[config.mk]
export PLATFORM = sky130hd
export DESIGN_NAME = icei_match
export DESIGN_NICKNAME = d
export VERILOG_FILES = /design/src/hdl/icei_pkg.sv /design/src/hdl/icei_match.sv
export SDC_FILE = /design/constraint.sdc
export NUM_CORES = 2
export LEC_CHECK = 0
export ABC_CLOCK_PERIOD_IN_PS = 20000
export BUFFER_PORTS_ARGS = -buffer_cell sky130_fd_sc_hd__buf_4
export CAP_MARGIN = 20
export CORE_MARGIN = 10
export CORE_UTILIZATION = 45
export CTS_BUF_LIST = sky130_fd_sc_hd__clkbuf_8
export CTS_CLUSTER_DIAMETER = 150
export DETAILED_ROUTE_END_ITERATION = 10
export HOLD_SLACK_MARGIN = 0.15
export PLACE_DENSITY = 0.6
export SLEW_MARGIN = 15
export SYNTH_ARGS = -nofsm -noshare
export SYNTH_HDL_FRONTEND = slang
export SYNTH_SLANG_ARGS = --single-unit
[constraint.sdc]
create_clock -name clk -period 20 [get_ports clk]
set_input_delay 5 -clock clk [delete_from_list [all_inputs] [get_ports clk]]
set_output_delay 5 -clock clk [all_outputs]
set_load 0.01 [all_outputs]
[src/hdl/icei_pkg.sv]
package icei_pkg;

  // Field widths.
  localparam int MzW    = 32;
  localparam int RtW    = 27;
  localparam int IntW   = 32;
  localparam int TolW   = 9;
  localparam int AreaW  = 64;
  localparam int ScaleW = 24;

  // Derived widths of the window test and the trapezoid term.
  localparam int LhsW  = MzW + ScaleW;
  localparam int RhsW  = MzW + TolW;
  localparam int SumW  = IntW + 1;
  localparam int TermW = SumW + RtW;

  // Configuration port.
  localparam int CfgIdxW  = 2;
  localparam int CfgDataW = 32;

  // One ppm tenth is 1e-7 of the target.
  localparam logic [ScaleW-1:0] TenthPpmScale = 24'd10000000;

  // Register reset values.
  localparam logic [MzW-1:0]  TargetReset   = '0;
  localparam logic [TolW-1:0] TolReset      = 9'd50;
  localparam logic [RtW-1:0]  RtStartReset  = '0;
  localparam logic [RtW-1:0]  RtEndReset    = 27'd86400000;

  typedef enum logic [CfgIdxW-1:0] {
    CFG_TARGET_MZ = 2'd0,
    CFG_TOLERANCE = 2'd1,
    CFG_RT_START  = 2'd2,
    CFG_RT_END    = 2'd3
  } cfg_idx_t;

  typedef enum logic {
    KIND_POINT   = 1'b0,
    KIND_SUMMARY = 1'b1
  } kind_t;

  typedef struct packed {
    logic [MzW-1:0]  target_mz;
    logic [TolW-1:0] tolerance;
    logic [RtW-1:0]  rt_start;
    logic [RtW-1:0]  rt_end;
  } cfg_t;

  // Request as taken from the input channel.
  typedef struct packed {
    logic            mode;
    logic [RtW-1:0]  t;
    logic [MzW-1:0]  mz;
    logic [IntW-1:0] inten;
    logic            has_peak;
    logic            last;
  } item_t;

  // Request after the window products are formed.
  typedef struct packed {
    logic            mode;
    logic [RtW-1:0]  t;
    logic [IntW-1:0] inten;
    logic            has_peak;
    logic            last;
    logic            rt_in;
    logic [LhsW-1:0] lhs;
    logic [RhsW-1:0] rhs;
  } match_t;

  // Emitted point or summary, area term still as factors.
  typedef struct packed {
    kind_t           kind;
    logic [RtW-1:0]  rt;
    logic [IntW-1:0] point;
    logic [IntW-1:0] best_int;
    logic [RtW-1:0]  best_rt;
    logic [SumW-1:0] sum;
    logic [RtW-1:0]  dt;
  } point_t;

  // Same, with the area term multiplied out.
  typedef struct packed {
    kind_t            kind;
    logic [RtW-1:0]   rt;
    logic [IntW-1:0]  point;
    logic [IntW-1:0]  best_int;
    logic [RtW-1:0]   best_rt;
    logic [TermW-1:0] term;
  } term_t;

  typedef struct packed {
    kind_t            kind;
    logic [RtW-1:0]   rt;
    logic [IntW-1:0]  point;
    logic [IntW-1:0]  best_int;
    logic [RtW-1:0]   best_rt;
    logic [AreaW-1:0] area;
  } result_t;

endpackage

[src/hdl/icei_match.sv]
// Input register, then the m/z window products and the retention window test.
module icei_match (
  input  logic                clk,
  input  logic                rst_n,
  input  icei_pkg::cfg_t      cfg,
  input  logic                in_valid,
  output logic                in_ready,
  input  icei_pkg::item_t     in_item,
  output logic                m_valid,
  input  logic                m_ready,
  output icei_pkg::match_t    m_out
);

  logic                          v1_r;
  logic                          v2_r;
  icei_pkg::item_t               item_r;
  icei_pkg::match_t              m_r;
  icei_pkg::match_t              m_nxt;
  logic                          s1_ld;
  logic                          s2_ld;
  logic [icei_pkg::MzW-1:0]      diff;

  // A stage loads when it is empty or its content moves on.
  assign s2_ld    = !v2_r || m_ready;
  assign s1_ld    = !v1_r || s2_ld;
  assign in_ready = s1_ld;
  assign m_valid  = v2_r;
  assign m_out    = m_r;

  // Both sides of |mz - target| * 1e7 <= target * tol, compared one stage later.
  always_comb begin
    diff = (item_r.mz >= cfg.target_mz) ? (item_r.mz - cfg.target_mz)
                                        : (cfg.target_mz - item_r.mz);
    m_nxt.mode     = item_r.mode;
    m_nxt.t        = item_r.t;
    m_nxt.inten    = item_r.inten;
    m_nxt.has_peak = item_r.has_peak;
    m_nxt.last     = item_r.last;
    m_nxt.rt_in    = (item_r.t >= cfg.rt_start) && (item_r.t <= cfg.rt_end);
    m_nxt.lhs      = {{icei_pkg::ScaleW{1'b0}}, diff}
                   * {{icei_pkg::MzW{1'b0}}, icei_pkg::TenthPpmScale};
    m_nxt.rhs      = {{icei_pkg::TolW{1'b0}}, cfg.target_mz}
                   * {{icei_pkg::MzW{1'b0}}, cfg.tolerance};
  end

  // Stage valid bits.
  always_ff @(posedge clk) begin
    if (!rst_n) begin
      v1_r <= 1'b0;
      v2_r <= 1'b0;
    end else begin
      if (s1_ld) v1_r <= in_valid;
      if (s2_ld) v2_r <= v1_r;
    end
  end

  // Stage payloads.
  always_ff @(posedge clk) begin
    if (s1_ld && in_valid) item_r <= in_item;
    if (s2_ld && v1_r)     m_r    <= m_nxt;
  end

endmodule

==> out/summary.txt <==
Clock Pin Slew Worst Setup and Hold Paths: 60 ps
Synth top area share: 24.6%
Max-cap violations: 0
Most numerous cell on the critical path: fa_1
Drt initial violations: 1279
Post-synth EDFFs: 247
Synth-to-Final Area Change: 13.9%
Min cycle time layout: 13980 ps
Via-per-instance ratio: 5.21
Unrepaired setup endpoints after global routing: false
Syn Inst Count: 3043
H-tree level count: 2
Final GP Congestion: 0.902
Critical Path RT: 20360 ps
Count of cell types in the netlist: 86
Total vias in the final route: 22200
RR Endpoint: m_out[93]
First-pass GRT wire length: 135000 um
CP startpoint kind: input port
Post-synthesis sequential area ratio: 24.3%
Final period utilization: 69.9%
Setup violations, final: 0
Buf/Inv on CP: 6
Syn avg cell area: 10.1 um^2
WHS Path Cells: 0
Synth area leaders: fa_1 25%, edfxtp_1 24%, ha_1 17%, inv_1 7.8%, and2_1 3.1%
Fillers: 6160
Layout cells sized above 1: 13.3%
Main synth FF type: edfxtp_1
Cell with the most instances after synthesis: inv_1
Setup crit end kind: flip-flop
Status: completed
Largest delay contributor family on the critical path: adder cells
Post-synth ARST share: 0%
Flop2flop setup slack: 10090 ps
Chip Height: 281 um
Hold Vio Cnt, Final: 0
DRC: 0
DP Worst Slack: 5410 ps
Number of core rows: 95
Worst Reg-to-Reg Cells: 32
Final wirelength: 85800 um
CTS root buf: clkbuf_8
Gr ovfl total: 0
Hold buffers post-CTS: 0
CTS resizes: 0
Flops & latches, synth: 249
Wirelength per Cell: 20.1 um
CP Max Fanout: 36
Crit-path slowest cell: a2111oi_0
Leading cell types by count after synthesis: 636 x inv_1, 422 x ha_1, 377 x fa_1
Initial Utilization: 45.6%
WHS Endpoint: m_out[115]
Worst Skew: 77.4 ps
Worst R2R Start: item_r[34]
Largest net degree at the start of global routing: 69
Post-DP HPWL: 70600 um
Crit path kind: in2reg
Fin. max-slew vios: 0
Antenna Violating Nets Remaining: 0
Area of the mapped netlist: 0.0307 mm^2
Die area: 0.0791 mm^2
Port buffer count: 347
CTS tree: yes
Worst slew pin tran: 918 ps
DRT Pass-1 Iters: 6
Slew HR: 38.4%
Hold Crit Start: item_r[17]
Vias in the first global route: 23900
Min-Delay Path Class: reg2reg
Max clock buf depth: 3
Width of the die: 281 um
Final Worst Setup Slack: 6020 ps
Fmax: 71.5 MHz
Layout net count: 4339
Critical path's largest stage delay: 650 ps
Initial antenna violation count: 4
Data arrival time of the worst path: 14340 ps
Clk sinks: 249
Ports: 355
Synth area leader: fa_1
Core Region: 0.0674 mm^2
Postcts setup bufs: 0
Num CTS Buffers: 47
Total track usage: 21.7%
Skew-Pair Late Insertion Delay: 680 ps
Final setup TNS: 0 ps
Yosys warnings: 0
area by class of cell:
cell class / count / area, um^2 / area share (%)
Clock inverter: 34 / 234 / 0.668
Multi-Input combinational cell: 2056 / 20500 / 58.4
Antenna cell: 4 / 10.0 / 0.0286
Clock buffer: 50 / 688 / 1.97
Inverter: 636 / 2390 / 6.82
Timing Repair Buffer: 357 / 2680 / 7.66
Sequential cell: 249 / 7460 / 21.3
Tap cell: 873 / 1090 / 3.12
flip-flops by register name, summed over array words and instances (netlist names):
register  flops
m_out       153
item_r       94
m_valid       1
v1_r          1
cells by family after synthesis:
group / Yosys count / synth area share (%)
flops: 249 / 24.3
xor+xnor: 116 / 3.36
buf+inv: 744 / 9.29
fa+ha+maj: 799 / 41.7
other cells: 1 / 0.0122
compound gates: 505 / 10.9
simple gates: 614 / 9.96
mux: 15 / 0.505
routing by layer:
metal	track usage, %	wire length [um]
met3	3.23	3840
met4	5.07	1790
met5	0	0
met1	27.9	36300
met2	38.0	43900
worst max-delay path by stage:
stage | start | to | slack (ps) | cells after the start
6_report | cfg[63] | m_out[93] | 6020 | 32
5_1_grt | cfg[63] | m_out[93] | 5510 | 32
4_1_cts | cfg[63] | m_out[93] | 6090 | 32
3_5_place_dp | cfg[63] | m_out[93] | 5410 | 32
3_3_place_gp | cfg[63] | m_out[92] | 5670 | 33
2_1_floorplan | cfg[64] | m_out[87] | 7080 | 32
layout by cell type, fill, tap and decap left out, types with 20 or more instances in the layout:
master / synthesis / routed
nor2b_1: 25 / 24
a21oi_1: 145 / 145
nor3_1: 20 / 20
a21o_1: 100 / 100
nand3_1: 29 / 29
inv_1: 636 / 646
clkbuf_8: 0 / 50
edfxtp_1: 247 / 247
xnor2_1: 70 / 70
nand4_1: 27 / 27
nor2_1: 74 / 74
o21ai_0: 95 / 95
a211oi_1: 23 / 23
nand2_1: 228 / 228
and2_1: 152 / 151
xor2_1: 44 / 44
buf_4: 11 / 357
fa_1: 377 / 377
ha_1: 422 / 422
stage by stage:
| stage | cell area (um^2) | hold slack [ps] | cells | util [%] |
|---|---|---|---|---|
| after detailed placement | 34100 | 405 | 4171 | 50.6 |
| after global routing | 35000 | 419 | 4259 | 51.9 |
| after global placement | 34100 | 400 | 4171 | 50.6 |
| final | 35000 | 414 | 4259 | 51.9 |
| after CTS | 35000 | 414 | 4255 | 51.9 |
| after floorplan | 30700 | 400 | 3049 | - |
Power is not shown: default switching activity piles up to over one toggle a cycle in this logic, so the estimate is an artifact.
