$ cat src/hdl/icei_pkg.sv
package icei_pkg;

  // Field widths.
  localparam int MzW    = 32;
  localparam int RtW    = 27;
  localparam int IntW   = 32;
  localparam int TolW   = 9;
  localparam int AreaW  = 64;
  localparam int ScaleW = 24;

  // Derived widths of the window test and the trapezoid term.
  localparam int LhsW  = MzW + ScaleW;
  localparam int RhsW  = MzW + TolW;
  localparam int SumW  = IntW + 1;
  localparam int TermW = SumW + RtW;

  // Configuration port.
  localparam int CfgIdxW  = 2;
  localparam int CfgDataW = 32;

  // One ppm tenth is 1e-7 of the target.
  localparam logic [ScaleW-1:0] TenthPpmScale = 24'd10000000;

  // Register reset values.
  localparam logic [MzW-1:0]  TargetReset   = '0;
  localparam logic [TolW-1:0] TolReset      = 9'd50;
  localparam logic [RtW-1:0]  RtStartReset  = '0;
  localparam logic [RtW-1:0]  RtEndReset    = 27'd86400000;

  typedef enum logic [CfgIdxW-1:0] {
    CFG_TARGET_MZ = 2'd0,
    CFG_TOLERANCE = 2'd1,
    CFG_RT_START  = 2'd2,
    CFG_RT_END    = 2'd3
  } cfg_idx_t;

  typedef enum logic {
    KIND_POINT   = 1'b0,
    KIND_SUMMARY = 1'b1
  } kind_t;

  typedef struct packed {
    logic [MzW-1:0]  target_mz;
    logic [TolW-1:0] tolerance;
    logic [RtW-1:0]  rt_start;
    logic [RtW-1:0]  rt_end;
  } cfg_t;

  // Request as taken from the input channel.
  typedef struct packed {
    logic            mode;
    logic [RtW-1:0]  t;
    logic [MzW-1:0]  mz;
    logic [IntW-1:0] inten;
    logic            has_peak;
    logic            last;
  } item_t;

  // Request after the window products are formed.
  typedef struct packed {
    logic            mode;
    logic [RtW-1:0]  t;
    logic [IntW-1:0] inten;
    logic            has_peak;
    logic            last;
    logic            rt_in;
    logic [LhsW-1:0] lhs;
    logic [RhsW-1:0] rhs;
  } match_t;

  // Emitted point or summary, area term still as factors.
  typedef struct packed {
    kind_t           kind;
    logic [RtW-1:0]  rt;
    logic [IntW-1:0] point;
    logic [IntW-1:0] best_int;
    logic [RtW-1:0]  best_rt;
    logic [SumW-1:0] sum;
    logic [RtW-1:0]  dt;
  } point_t;

  // Same, with the area term multiplied out.
  typedef struct packed {
    kind_t            kind;
    logic [RtW-1:0]   rt;
    logic [IntW-1:0]  point;
    logic [IntW-1:0]  best_int;
    logic [RtW-1:0]   best_rt;
    logic [TermW-1:0] term;
  } term_t;

  typedef struct packed {
    kind_t            kind;
    logic [RtW-1:0]   rt;
    logic [IntW-1:0]  point;
    logic [IntW-1:0]  best_int;
    logic [RtW-1:0]   best_rt;
    logic [AreaW-1:0] area;
  } result_t;

endpackage

$ cat src/hdl/icei_area.sv
// Trapezoid term multiply, saturating area accumulate and the result register.
module icei_area (
  input  logic                clk,
  input  logic                rst_n,
  input  logic                p_valid,
  output logic                p_ready,
  input  icei_pkg::point_t    p_in,
  output logic                out_valid,
  input  logic                out_ready,
  output icei_pkg::result_t   out_res
);

  logic                          v4_r;
  logic                          vo_r;
  icei_pkg::term_t               t_r;
  icei_pkg::term_t               t_nxt;
  icei_pkg::result_t             res_r;
  icei_pkg::result_t             res_nxt;
  logic [icei_pkg::AreaW-1:0]    area_r;
  logic [icei_pkg::AreaW-1:0]    area_nxt;
  logic [icei_pkg::AreaW:0]      area_sum;
  logic                          ld4;
  logic                          ldo;

  assign ldo       = !vo_r || out_ready;
  assign ld4       = !v4_r || ldo;
  assign p_ready   = ld4;
  assign out_valid = vo_r;
  assign out_res   = res_r;

  // (I_i + I_{i-1}) * dt, registered before the accumulate.
  always_comb begin
    t_nxt.kind     = p_in.kind;
    t_nxt.rt       = p_in.rt;
    t_nxt.point    = p_in.point;
    t_nxt.best_int = p_in.best_int;
    t_nxt.best_rt  = p_in.best_rt;
    t_nxt.term     = {{icei_pkg::RtW{1'b0}}, p_in.sum} * {{icei_pkg::SumW{1'b0}}, p_in.dt};
  end

  // Saturating accumulate; a summary reports the sum and then clears it.
  always_comb begin
    area_sum = {1'b0, area_r}
             + {{(icei_pkg::AreaW + 1 - icei_pkg::TermW){1'b0}}, t_r.term};
    res_nxt.kind     = t_r.kind;
    res_nxt.rt       = t_r.rt;
    res_nxt.point    = t_r.point;
    res_nxt.best_int = t_r.best_int;
    res_nxt.best_rt  = t_r.best_rt;
    if (t_r.kind == icei_pkg::KIND_SUMMARY) begin
      res_nxt.area = area_r;
      area_nxt     = '0;
    end else begin
      res_nxt.area = area_sum[icei_pkg::AreaW] ? '1 : area_sum[icei_pkg::AreaW-1:0];
      area_nxt     = res_nxt.area;
    end
  end

  // Valid bits and the running area.
  always_ff @(posedge clk) begin
    if (!rst_n) begin
      v4_r   <= 1'b0;
      vo_r   <= 1'b0;
      area_r <= '0;
    end else begin
      if (ld4) v4_r <= p_valid;
      if (ldo) vo_r <= v4_r;
      if (ldo && v4_r) area_r <= area_nxt;
    end
  end

  // Stage payloads.
  always_ff @(posedge clk) begin
    if (ld4 && p_valid) t_r   <= t_nxt;
    if (ldo && v4_r)    res_r <= res_nxt;
  end

endmodule

$ cat config.mk
export PLATFORM = sky130hd
export DESIGN_NAME = icei_area
export DESIGN_NICKNAME = d
export VERILOG_FILES = /design/src/hdl/icei_pkg.sv /design/src/hdl/icei_area.sv
export SDC_FILE = /design/constraint.sdc
export NUM_CORES = 2
export LEC_CHECK = 0
export BUFFER_PORTS_ARGS = -buffer_cell sky130_fd_sc_hd__buf_2
export CELL_PAD_IN_SITES_DETAIL_PLACEMENT = 0
export CELL_PAD_IN_SITES_GLOBAL_PLACEMENT = 1
export CORE_MARGIN = 2
export CORE_UTILIZATION = 53
export CTS_CLUSTER_DIAMETER = 40
export DETAILED_ROUTE_END_ITERATION = 10
export GPL_ROUTABILITY_DRIVEN = 0
export HOLD_SLACK_MARGIN = 0.1
export PLACE_DENSITY_LB_ADDON = 0.1
export SYNTH_ARGS = -nofsm -noshare
export SYNTH_HDL_FRONTEND = slang
export SYNTH_SLANG_ARGS = --single-unit
$ cat constraint.sdc
create_clock -name clk -period 32.4 [get_ports clk]
set_input_delay 6.48 -clock clk [delete_from_list [all_inputs] [get_ports clk]]
set_output_delay 6.48 -clock clk [all_outputs]
set_load 0.01 [all_outputs]
==> metrics.json <==
{
  "detail_route.first_pass.iterations": {"value": 5},
  "ctsHoldBuffers": {"value": 0},
  "clk-insertion-delay-late": {"value": 540, "unit": "ps"},
  "worst-endpoint-arrival": {"value": 14080, "unit": "ps"},
  "critical_path.top_delay_family": {"value": "adder cells"},
  "cts.sink_count": {"value": 428},
  "routed_wire_per_std_cell": {"value": 19.6, "unit": "µm"},
  "dp_hpwl": {"value": 89100, "unit": "µm"},
  "cpPeakStageDelay": {"value": 720, "unit": "ps"},
  "io-pin-count": {"value": 368},
  "drt-initial-drc-count": {"value": 1848},
  "hold_path_depth": {"value": 0},
  "grt_antenna_before_repair": {"value": 2},
  "syn_inst": {"value": 4641},
  "slew_viol_final": {"value": 0},
  "drt_wl_total": {"value": 118000, "unit": "µm"},
  "floorplan.rows": {"value": 108},
  "critical_path.slowest_cell": {"value": "buf_2"},
  "placed_cells_incl_taps": {"value": 5928},
  "ff2ff_path_depth": {"value": 14},
  "most_common_library_cell_in_the_layout_ignoring_fill_and_taps": {"value": "inv_1"},
  "avgViaCountPerCell": {"value": 5.28},
  "hold-path-endpoint": {"value": "out_res[102]"},
  "synthDistinctLibCells": {"value": 74},
  "numPortBuffers": {"value": 367},
  "grt_util_all_layers": {"value": 26.8, "unit": "%"},
  "hold_viol_final": {"value": 0},
  "hp-class": {"value": "reg -> reg"},
  "synth_largest_area_cell": {"value": "fa_1"},
  "worst_r2r_startpoint": {"value": "t_r[25]"},
  "crit_type": {"value": "in -> reg"},
  "htreeDepth": {"value": 2},
  "timing.clock.skew": {"value": 22.3, "unit": "ps"},
  "tritoncts": {"value": "built"},
  "design.final.nets": {"value": 6032},
  "maxCapViolCount": {"value": 0},
  "fillerInstances": {"value": 7711},
  "yosysWarningCount": {"value": 0},
  "core-area": {"value": 0.0865, "unit": "mm²"},
  "run_status": {"value": "completed"},
  "drt_drc_violations_left": {"value": 0},
  "post_cts_buffers": {"value": 0},
  "post-route-util": {"value": 57.6, "unit": "%"},
  "synth_top_cell_area_share": {"value": 33.7, "unit": "%"},
  "critical_path.n_buffers_inverters": {"value": 6},
  "drive_gt1_share": {"value": 9.70, "unit": "%"},
  "grt_max_degree": {"value": 90},
  "synth_top_flop_cell": {"value": "edfxtp_1"},
  "routed_via_count": {"value": 31700},
  "synth.yosys.seq_area_share": {"value": 26.5, "unit": "%"},
  "chipHeight": {"value": 299, "unit": "µm"},
  "floorplan.die_area": {"value": 0.0892, "unit": "mm²"},
  "slew_headroom": {"value": 25.3, "unit": "%"},
  "first_global_vias": {"value": 33000},
  "fin_crit": {"value": 13800, "unit": "ps"},
  "worst_r2r_endpoint": {"value": "out_res[40]"},
  "sum_neg_setup_slack": {"value": 0, "unit": "ps"},
  "chipWidth": {"value": 299, "unit": "µm"},
  "crit_start_category": {"value": "input pin"},
  "worstSetupEndpointType": {"value": "flop"},
  "initial_core_util": {"value": 53.2, "unit": "%"},
  "mapped_cell_area": {"value": 0.0460, "unit": "mm²"},
  "postSynthAreaPerCell": {"value": 9.92, "unit": "µm²"},
  "post_cts.resized_instances": {"value": 0},
  "timing.fmax": {"value": 72.5, "unit": "MHz"},
  "count_of_flip_flops_with_a_built_in_enable_after_synthesis": {"value": 362},
  "count_of_placed_standard_cells_in_the_final_layout_fillers_left_out": {"value": 6005},
  "worst_slack": {"value": 18600, "unit": "ps"},
  "ys_top_cells_by_area": {"value": "fa_1 34%, edfxtp_1 24%, inv_1 7.6%"},
  "tightestPinTransition": {"value": 1120, "unit": "ps"},
  "antenna_violating_nets_post_route": {"value": 0},
  "cts.path.max_buffers": {"value": 3},
  "synth_fp_nets": {"value": 5858},
  "worst-path-max-fanout": {"value": 33},
  "gr-total-overflow": {"value": 0},
  "synth.ff_latch_count": {"value": 428},
  "clkTransAtPathRegs": {"value": 70, "unit": "ps"},
  "final.period_utilization": {"value": 42.6, "unit": "%"},
  "rsz_0062_raised_after_global_routing": {"value": "false"},
  "critical_path_required": {"value": 32690, "unit": "ps"},
  "preCtsSetupSlack": {"value": 18060, "unit": "ps"},
  "share_of_flip_flops_with_an_asynchronous_set_or_reset": {"value": 0, "unit": "%"},
  "crit_top_cell": {"value": "fa_1"},
  "areaGrowthSynthToFinish": {"value": 8.25, "unit": "%"},
  "r2r_slack": {"value": 27230, "unit": "ps"},
  "grt_first_pass_wirelength": {"value": 187000, "unit": "µm"},
  "hold_start": {"value": "res_nxt[102]"},
  "clock_tree.root_cell": {"value": "clkbuf_16"},
  "report.final.setup_viol": {"value": 0},
  "layout.cells.most_common_list": {"value": "935 x inv_1, 775 x fa_1, 703 x nand2_1"},
  "numCtsBuffers": {"value": 40}
}
[worst max-delay path by stage]
stage	startpoint	endpoint	slack, ps	cells past startpoint
after floorplan	out_ready	area_r[63]	15260	6
final	p_in[18]	t_r[53]	18600	26
after detailed placement	p_in[3]	t_r[45]	18060	26
after global placement	p_in[3]	t_r[45]	18140	26
after CTS	p_in[18]	t_r[53]	18640	26
after global routing	p_in[3]	t_r[55]	18080	26
[state kept, by name (all words and copies together) (netlist names)]
register / flops
out_valid: 1
area_r: 64
out_res: 183
res_nxt: 119
v4_r: 1
t_r: 60
[metal layers]
| metal | part of all wire (%) | track usage, % |
|---|---|---|
| met1 | 46 | 38.9 |
| met2 | 46 | 43.1 |
| met3 | 6.3 | 4.09 |
| met4 | 1.9 | 5.50 |
| met5 | 0 | 0 |
[metrics by stage]
step,hold WS (ps),cell area (µm²)
detailed placement,405,48500
CTS,411,49800
global route,416,49800
floorplan,400,46000
global placement,400,48500
finish,412,49800
[Yosys cell counts (all sizes together), types with 4 or more instances]
cell	number
a21boi	5
o21ai	121
a21oi	190
a21o	70
nor2	137
nand3	31
a22o	8
xor2	34
nor3b	4
o21a	20
inv	936
o211ai	14
o21bai	10
a31oi	19
clkbuf	239
a2111oi	4
or2	6
nor3	30
nand4	20
or3	6
fa	775
edfxtp	362
buf	9
and3	18
nand2b	13
a211oi	13
dfxtp	66
xnor2	76
a211o	7
mux2	7
o22ai	4
o31ai	4
and2	358
ha	259
nor2b	19
nand2	703
[cell type report]
class / instances / area (µm²) / area share [%]
diodes: 3 / 7.51 / 0.0151
inverters: 936 / 3510 / 7.05
multi-input cells: 3029 / 29400 / 59.0
repair buffers: 380 / 1930 / 3.88
flip-flops and latches: 428 / 12200 / 24.5
well taps: 1155 / 1450 / 2.90
clock buffers: 47 / 1050 / 2.10
clock inverters: 27 / 300 / 0.603
[logic make-up after synthesis]
kind of cell,synth area share (%)
compound gates,7.01
xor+xnor,2.09
fa+ha+maj,40.7
buf+inv,9.72
flops,26.5
mux,0.215
simple gates,13.7
Power is not shown: default switching activity piles up to over one toggle a cycle in this logic, so the estimate is an artifact.
