File: src/hdl/icei_pkg.sv
package icei_pkg;

  // Field widths.
  localparam int MzW    = 32;
  localparam int RtW    = 27;
  localparam int IntW   = 32;
  localparam int TolW   = 9;
  localparam int AreaW  = 64;
  localparam int ScaleW = 24;

  // Derived widths of the window test and the trapezoid term.
  localparam int LhsW  = MzW + ScaleW;
  localparam int RhsW  = MzW + TolW;
  localparam int SumW  = IntW + 1;
  localparam int TermW = SumW + RtW;

  // Configuration port.
  localparam int CfgIdxW  = 2;
  localparam int CfgDataW = 32;

  // One ppm tenth is 1e-7 of the target.
  localparam logic [ScaleW-1:0] TenthPpmScale = 24'd10000000;

  // Register reset values.
  localparam logic [MzW-1:0]  TargetReset   = '0;
  localparam logic [TolW-1:0] TolReset      = 9'd50;
  localparam logic [RtW-1:0]  RtStartReset  = '0;
  localparam logic [RtW-1:0]  RtEndReset    = 27'd86400000;

  typedef enum logic [CfgIdxW-1:0] {
    CFG_TARGET_MZ = 2'd0,
    CFG_TOLERANCE = 2'd1,
    CFG_RT_START  = 2'd2,
    CFG_RT_END    = 2'd3
  } cfg_idx_t;

  typedef enum logic {
    KIND_POINT   = 1'b0,
    KIND_SUMMARY = 1'b1
  } kind_t;

  typedef struct packed {
    logic [MzW-1:0]  target_mz;
    logic [TolW-1:0] tolerance;
    logic [RtW-1:0]  rt_start;
    logic [RtW-1:0]  rt_end;
  } cfg_t;

  // Request as taken from the input channel.
  typedef struct packed {
    logic            mode;
    logic [RtW-1:0]  t;
    logic [MzW-1:0]  mz;
    logic [IntW-1:0] inten;
    logic            has_peak;
    logic            last;
  } item_t;

  // Request after the window products are formed.
  typedef struct packed {
    logic            mode;
    logic [RtW-1:0]  t;
    logic [IntW-1:0] inten;
    logic            has_peak;
    logic            last;
    logic            rt_in;
    logic [LhsW-1:0] lhs;
    logic [RhsW-1:0] rhs;
  } match_t;

  // Emitted point or summary, area term still as factors.
  typedef struct packed {
    kind_t           kind;
    logic [RtW-1:0]  rt;
    logic [IntW-1:0] point;
    logic [IntW-1:0] best_int;
    logic [RtW-1:0]  best_rt;
    logic [SumW-1:0] sum;
    logic [RtW-1:0]  dt;
  } point_t;

  // Same, with the area term multiplied out.
  typedef struct packed {
    kind_t            kind;
    logic [RtW-1:0]   rt;
    logic [IntW-1:0]  point;
    logic [IntW-1:0]  best_int;
    logic [RtW-1:0]   best_rt;
    logic [TermW-1:0] term;
  } term_t;

  typedef struct packed {
    kind_t            kind;
    logic [RtW-1:0]   rt;
    logic [IntW-1:0]  point;
    logic [IntW-1:0]  best_int;
    logic [RtW-1:0]   best_rt;
    logic [AreaW-1:0] area;
  } result_t;

endpackage

File: src/hdl/icei_track.sv
// Per-scan maximum, point emission and run maximum; holds the run state.
module icei_track (
  input  logic                clk,
  input  logic                rst_n,
  input  logic                m_valid,
  output logic                m_ready,
  input  icei_pkg::match_t    m_in,
  output logic                p_valid,
  input  logic                p_ready,
  output icei_pkg::point_t    p_out
);

  logic                        p_valid_r;
  icei_pkg::point_t            p_r;
  icei_pkg::point_t            p_nxt;
  logic                        emit;
  logic                        take;

  logic [icei_pkg::IntW-1:0]   scan_max_r, scan_max_nxt;
  logic                        have_point_r, have_point_nxt;
  logic [icei_pkg::RtW-1:0]    prev_rt_r, prev_rt_nxt;
  logic [icei_pkg::IntW-1:0]   prev_int_r, prev_int_nxt;
  logic [icei_pkg::IntW-1:0]   best_int_r, best_int_nxt;
  logic [icei_pkg::RtW-1:0]    best_rt_r, best_rt_nxt;

  logic                        hit;
  logic                        take_best;
  logic [icei_pkg::IntW-1:0]   scan_now;
  logic [icei_pkg::RtW-1:0]    dt_raw;

  assign m_ready = !p_valid_r || p_ready;
  assign take    = m_valid && m_ready;
  assign p_valid = p_valid_r;
  assign p_out   = p_r;

  // State update for one request.
  always_comb begin
    hit       = m_in.has_peak
             && (m_in.lhs <= {{(icei_pkg::LhsW - icei_pkg::RhsW){1'b0}}, m_in.rhs});
    scan_now  = (hit && (m_in.inten > scan_max_r)) ? m_in.inten : scan_max_r;
    dt_raw    = (m_in.t >= prev_rt_r) ? (m_in.t - prev_rt_r) : '0;
    take_best = !have_point_r || (scan_now > best_int_r);

    scan_max_nxt   = scan_max_r;
    have_point_nxt = have_point_r;
    prev_rt_nxt    = prev_rt_r;
    prev_int_nxt   = prev_int_r;
    best_int_nxt   = best_int_r;
    best_rt_nxt    = best_rt_r;
    emit           = 1'b0;
    p_nxt          = '0;
    p_nxt.kind     = icei_pkg::KIND_POINT;

    if (m_in.mode) begin
      // End of run: report the run and clear it; a partial scan is dropped.
      emit           = 1'b1;
      p_nxt.kind     = icei_pkg::KIND_SUMMARY;
      p_nxt.best_int = best_int_r;
      p_nxt.best_rt  = best_rt_r;
      scan_max_nxt   = '0;
      have_point_nxt = 1'b0;
      prev_rt_nxt    = '0;
      prev_int_nxt   = '0;
      best_int_nxt   = '0;
      best_rt_nxt    = '0;
    end else if (!m_in.last) begin
      scan_max_nxt = scan_now;
    end else begin
      scan_max_nxt = '0;
      if (m_in.rt_in) begin
        // Scan closes inside the retention window: emit a point.
        emit = 1'b1;
        if (take_best) begin
          best_int_nxt = scan_now;
          best_rt_nxt  = m_in.t;
        end
        p_nxt.rt       = m_in.t;
        p_nxt.point    = scan_now;
        p_nxt.best_int = best_int_nxt;
        p_nxt.best_rt  = best_rt_nxt;
        // The first point of a run adds no area.
        p_nxt.sum      = have_point_r ? ({1'b0, scan_now} + {1'b0, prev_int_r}) : '0;
        p_nxt.dt       = have_point_r ? dt_raw : '0;
        prev_rt_nxt    = m_in.t;
        prev_int_nxt   = scan_now;
        have_point_nxt = 1'b1;
      end
    end
  end

  // Run state and output stage valid.
  always_ff @(posedge clk) begin
    if (!rst_n) begin
      p_valid_r    <= 1'b0;
      scan_max_r   <= '0;
      have_point_r <= 1'b0;
      prev_rt_r    <= '0;
      prev_int_r   <= '0;
      best_int_r   <= '0;
      best_rt_r    <= '0;
    end else begin
      if (m_ready) p_valid_r <= m_valid && emit;
      if (take) begin
        scan_max_r   <= scan_max_nxt;
        have_point_r <= have_point_nxt;
        prev_rt_r    <= prev_rt_nxt;
        prev_int_r   <= prev_int_nxt;
        best_int_r   <= best_int_nxt;
        best_rt_r    <= best_rt_nxt;
      end
    end
  end

  // Output stage payload.
  always_ff @(posedge clk) begin
    if (take && emit) p_r <= p_nxt;
  end

endmodule

File: config.mk
export PLATFORM = sky130hd
export DESIGN_NAME = icei_track
export DESIGN_NICKNAME = d
export VERILOG_FILES = /design/src/hdl/icei_pkg.sv /design/src/hdl/icei_track.sv
export SDC_FILE = /design/constraint.sdc
export NUM_CORES = 1
export LEC_CHECK = 0
export ABC_AREA = 1
export ABC_CLOCK_PERIOD_IN_PS = 28800
export CAP_MARGIN = 20
export CORE_UTILIZATION = 50
export DETAILED_ROUTE_END_ITERATION = 16
export DONT_BUFFER_PORTS = 1
export GPL_TIMING_DRIVEN = 0
export HOLD_SLACK_MARGIN = 0.08
export SETUP_SLACK_MARGIN = 0.4
export SYNTH_ARGS = -nofsm -noshare
export SYNTH_HDL_FRONTEND = slang
export SYNTH_SLANG_ARGS = --single-unit
File: constraint.sdc
create_clock -name clk -period 28.8 [get_ports clk]
set_input_delay 2.88 -clock clk [delete_from_list [all_inputs] [get_ports clk]]
set_output_delay 2.88 -clock clk [all_outputs]
set_load 0.01 [all_outputs]
==> results.rst <==
.. list-table::
   :header-rows: 1

   * - Metric
     - Value
   * - Outcome
     - complete, no violations
   * - Post-CTS repair timing setup buffer count
     - 0
   * - Fin Setup TNS
     - 0 ns
   * - Final-report setup violation count
     - 0
   * - Max Cap Violations
     - 0
   * - Clock-pin slew on the worst setup and hold paths
     - ~0.060 ns
   * - Average via count per standard cell
     - 5.53
   * - Number of antenna violations at the first check in global routing
     - 0
   * - Worst relative slew slack
     - approximately 37%
   * - Drt first-iter violations
     - roughly 1,000
   * - Storage cell area
     - 8420 µm²
   * - Antenna fix cells
     - 0
   * - Post-Syn Area per Cell
     - ~8 µm²
   * - Pins over their slew limit
     - 0
   * - Cell at the root of the clock tree
     - sky130_fd_sc_hd__clkbuf_16
   * - Estimated wirelength of the detail-placed design
     - 45.3 mm
   * - Number of cells produced by synthesis
     - 2,453
   * - P_leak
     - between 8 and 9 nW
   * - Sequential cell area fraction in the yosys report
     - between 40 and 50%
   * - Layout filler cell count
     - 3,610
   * - Sum of routed wire length over all layers
     - between 50 and 60 mm
   * - TritonCTS Sinks
     - between 300 and 400
   * - Deepest clock path buffer count
     - 3
   * - Post_cts resized
     - 0
   * - R2R Path End
     - p_out[103]
   * - Global-route wire length before repair
     - about 89 mm
   * - Count of nets left with antenna violations after detail routing
     - 0
   * - Synthesis Warnings
     - 0
   * - Worst-Margin Slew
     - around 0.94 ns
   * - Class of the most critical setup path
     - in -> reg
   * - Total die area
     - 39,600 µm²
   * - DR pass1 iterations
     - 5
   * - CP startpoint
     - m_in[123]
   * - HP Class
     - reg -> reg
   * - Total number of nets in the final design
     - approximately 2,800
   * - Final count of hold timing violations
     - 0
   * - Placer's final routability congestion estimate
     - roughly 0.94
   * - Total instance count after detailed placement
     - around 3,000
   * - Leading cell types in the layout, fill and taps excluded
     - 629 x sky130_fd_sc_hd__nand2_1, 321 x sky130_fd_sc_hd__a21oi_1, 296 x sky130_fd_sc_hd__inv_1
   * - Port Buffer Count
     - 0
   * - Worst-path fanout max
     - 10
   * - I/O pins
     - about 350
   * - Initial cell density of the core
     - between 50% and 60%
   * - Total power divided by cell area
     - between 50 and 60 nW/µm²
   * - Multi-input combinational cell area
     - around 9400 µm²
   * - Via count of the first global-routing pass
     - 16,200
   * - Most common library cell in the layout ignoring fill and taps
     - sky130_fd_sc_hd__nand2_1
   * - GRT Util Overall
     - between 20% and 30%
   * - Fmax achieved
     - about 130 MHz
   * - CTS H-tree depth
     - 2
   * - Clock buffers created by TritonCTS
     - 39
   * - Wire length on met3
     - slightly below 4 mm
   * - Setup crit end
     - p_out[103]
   * - Seq cells post-synth
     - around 330
   * - Hold buffer count at cts
     - 0
   * - Peak supply drop
     - 0.0361 mV
   * - Highest metal layer used by the detailed router
     - met4
   * - Shortest clock period the worst path allows after layout
     - around 7.5 ns
   * - RSZ-0062 raised after global routing
     - false
   * - DRC errors left
     - 0
   * - Clock network latency to the later pin of the worst-skew pair
     - about 0.57 ns
   * - Count of cell types in the netlist
     - 49
   * - Width of the chip
     - 199 µm
   * - Launching element type of the critical path
     - input pin
   * - Total routed wire length on the met1 layer
     - roughly 25 mm
   * - Area Growth Syn to Fin
     - 10.7%
   * - Maximum number of pins on one net before global-route repair
     - 34
   * - Total number of vias
     - about 17,000
   * - Layout cells sized above 1
     - 5.74%
   * - Worst clock skew on the final layout
     - ~0.015 ns
   * - Final cell count without fillers
     - between 3,000 and 4,000
   * - Core area
     - 37,900 µm²
   * - Height of the chip
     - around 200 µm
   * - Worst-case reg-to-reg path depth
     - 24
   * - Cell row count
     - 71
   * - Kind of capture point of the worst setup path
     - register
   * - Worst R2R Start
     - scan_max_r[23]
   * - Ratio of final minimum period to clock period
     - a little over a quarter
   * - Post-detailed-route wirelength per cell
     - just under 20 µm
   * - Post-synthesis instance area
     - between 15,000 and 20,000 µm²
   * - CP required
     - around 29 ns
   * - Detailed route wirelength on metal2
     - ~28 mm
   * - Critical path data arrival time
     - roughly 7.7 ns
   * - Residual overflow from global routing
     - 0
   * - Post-synthesis net count
     - around 2,800
   * - Reg2Reg Setup Slack
     - approximately 23 ns
   * - TritonCTS clock tree
     - built
[stage by stage]
| stage | hold slack (ns) | setup slack (ns) | utilization, % | area, µm² | power [mW] |
|---|---|---|---|---|---|
| 6_report | 0.461 | 21.30 | 56.6 | 21500 | 1.12 |
| 5_1_grt | 0.473 | 21.02 | 56.6 | 21500 | 1.16 |
| 4_1_cts | 0.463 | 21.41 | 56.6 | 21500 | 1.13 |
| 3_5_place_dp | 0.454 | 20.84 | 53.2 | 20200 | 0.627 |
| 3_3_place_gp | 0.449 | 10.97 | 52.9 | 20100 | 0.630 |
| 2_1_floorplan | 0.441 | 15.42 | - | 19400 | 0.602 |
[worst max-delay path: stages]
cell                       delay [ns]
sky130_fd_sc_hd__ha_1            0.27
sky130_fd_sc_hd__nand2_1         0.07
sky130_fd_sc_hd__nor2_1          0.28
sky130_fd_sc_hd__nor3b_2         0.32
sky130_fd_sc_hd__nand2_1         0.13
sky130_fd_sc_hd__a21oi_4         0.34
sky130_fd_sc_hd__nand2_4         0.13
sky130_fd_sc_hd__buf_6           0.17
sky130_fd_sc_hd__nand2_1         0.10
sky130_fd_sc_hd__nand2_1         0.15
sky130_fd_sc_hd__ha_1            0.35
sky130_fd_sc_hd__nand2_1         0.10
sky130_fd_sc_hd__nor2_1          0.21
sky130_fd_sc_hd__nand4_1         0.22
sky130_fd_sc_hd__nor4_2          0.40
sky130_fd_sc_hd__nand4_1         0.17
sky130_fd_sc_hd__nand2_1         0.12
sky130_fd_sc_hd__nand2_2         0.12
sky130_fd_sc_hd__inv_2           0.13
sky130_fd_sc_hd__clkbuf_1        0.61
sky130_fd_sc_hd__nand2_1         0.16
sky130_fd_sc_hd__nand3_1         0.12
sky130_fd_sc_hd__o21ai_0         0.17
[area by class of cell]
class | instances | share of cell area (%)
tap | 511 | 2.98
inverter | 299 | 5.22
timing repair buffer | 6 | 0.594
sequential | 331 | 39.2
multi-input combinational | 1730 | 44.0
clock buffer | 44 | 4.63
clock inverter | 25 | 1.38
buffer | 93 | 2.03
[Yosys cell counts (all sizes together)]
master	number	area, µm²
nand2	637	2420
a21oi	324	1640
inv	299	1120
nand3	218	1240
edfxtp	179	5380
ha	164	2050
dfxtp	152	3040
nor2	145	554
o21ai	102	510
clkbuf	65	244
buf	28	193
nand4	23	144
or2	20	125
a21o	18	135
xor2	13	114
nor3	10	55.1
o21a	8	60.1
xnor2	8	70.1
a31oi	7	43.8
nor4	7	50.1
o211ai	5	37.5
o21bai	5	37.5
nor3b	3	27.5
a211oi	2	15.0
and3	2	12.5
fa	2	40.0
nand3b	2	15.0
a21boi	1	7.51
a221oi	1	8.76
and2	1	6.26
o221a	1	11.3
o31ai	1	7.51
[report_power, final]
| group | leakage [nW] | switching (mW) | total, mW | internal, mW |
|---|---|---|---|---|
| sequential | 2.98 | 0.0122 | 0.524 | 0.512 |
| combinational | 4.88 | 0.0644 | 0.0933 | 0.0289 |
| clock | 0.624 | 0.204 | 0.507 | 0.303 |
[routing by layer]
layer / vias to the layer above / global-route usage (%)
met5: - / 0
met1: 7812 / 36.2
li1: 8316 / -
met2: 543 / 50.3
met4: 0 / 12.1
met3: 138 / 6.60
[cells by family after synthesis]
group / count (synthesis) / share of synthesized area [%]
and+or+nand+nor: 1068 / 23.9
AOI/OAI and AO/OA: 475 / 12.9
buffers and inverters: 392 / 8.03
DFF: 331 / 43.4
adders and majority gates: 166 / 10.8
xor gates and xnor gates: 21 / 0.948
[state kept, by name, summed over array words and instances, names as in the netlist]
name,flops
prev_int_r,32
best_int_r,32
prev_rt_r,27
scan_max_r,32
have_point_r,1
p_valid,1
best_rt_r,27
p_out,179
[worst min path at each step]
stage / slack, ns / cells past startpoint / startpoint / end
final: 0.46 / 2 / prev_rt_r[8] / prev_rt_r[8]
after global placement: 0.45 / 2 / prev_rt_r[15] / prev_rt_r[15]
after detailed placement: 0.45 / 2 / prev_rt_r[20] / prev_rt_r[20]
after floorplan: 0.44 / 2 / prev_rt_r[10] / prev_rt_r[10]
after global routing: 0.47 / 2 / best_rt_r[7] / best_rt_r[7]
after CTS: 0.46 / 2 / prev_rt_r[20] / prev_rt_r[20]
Power figures use the tool's default switching activity.
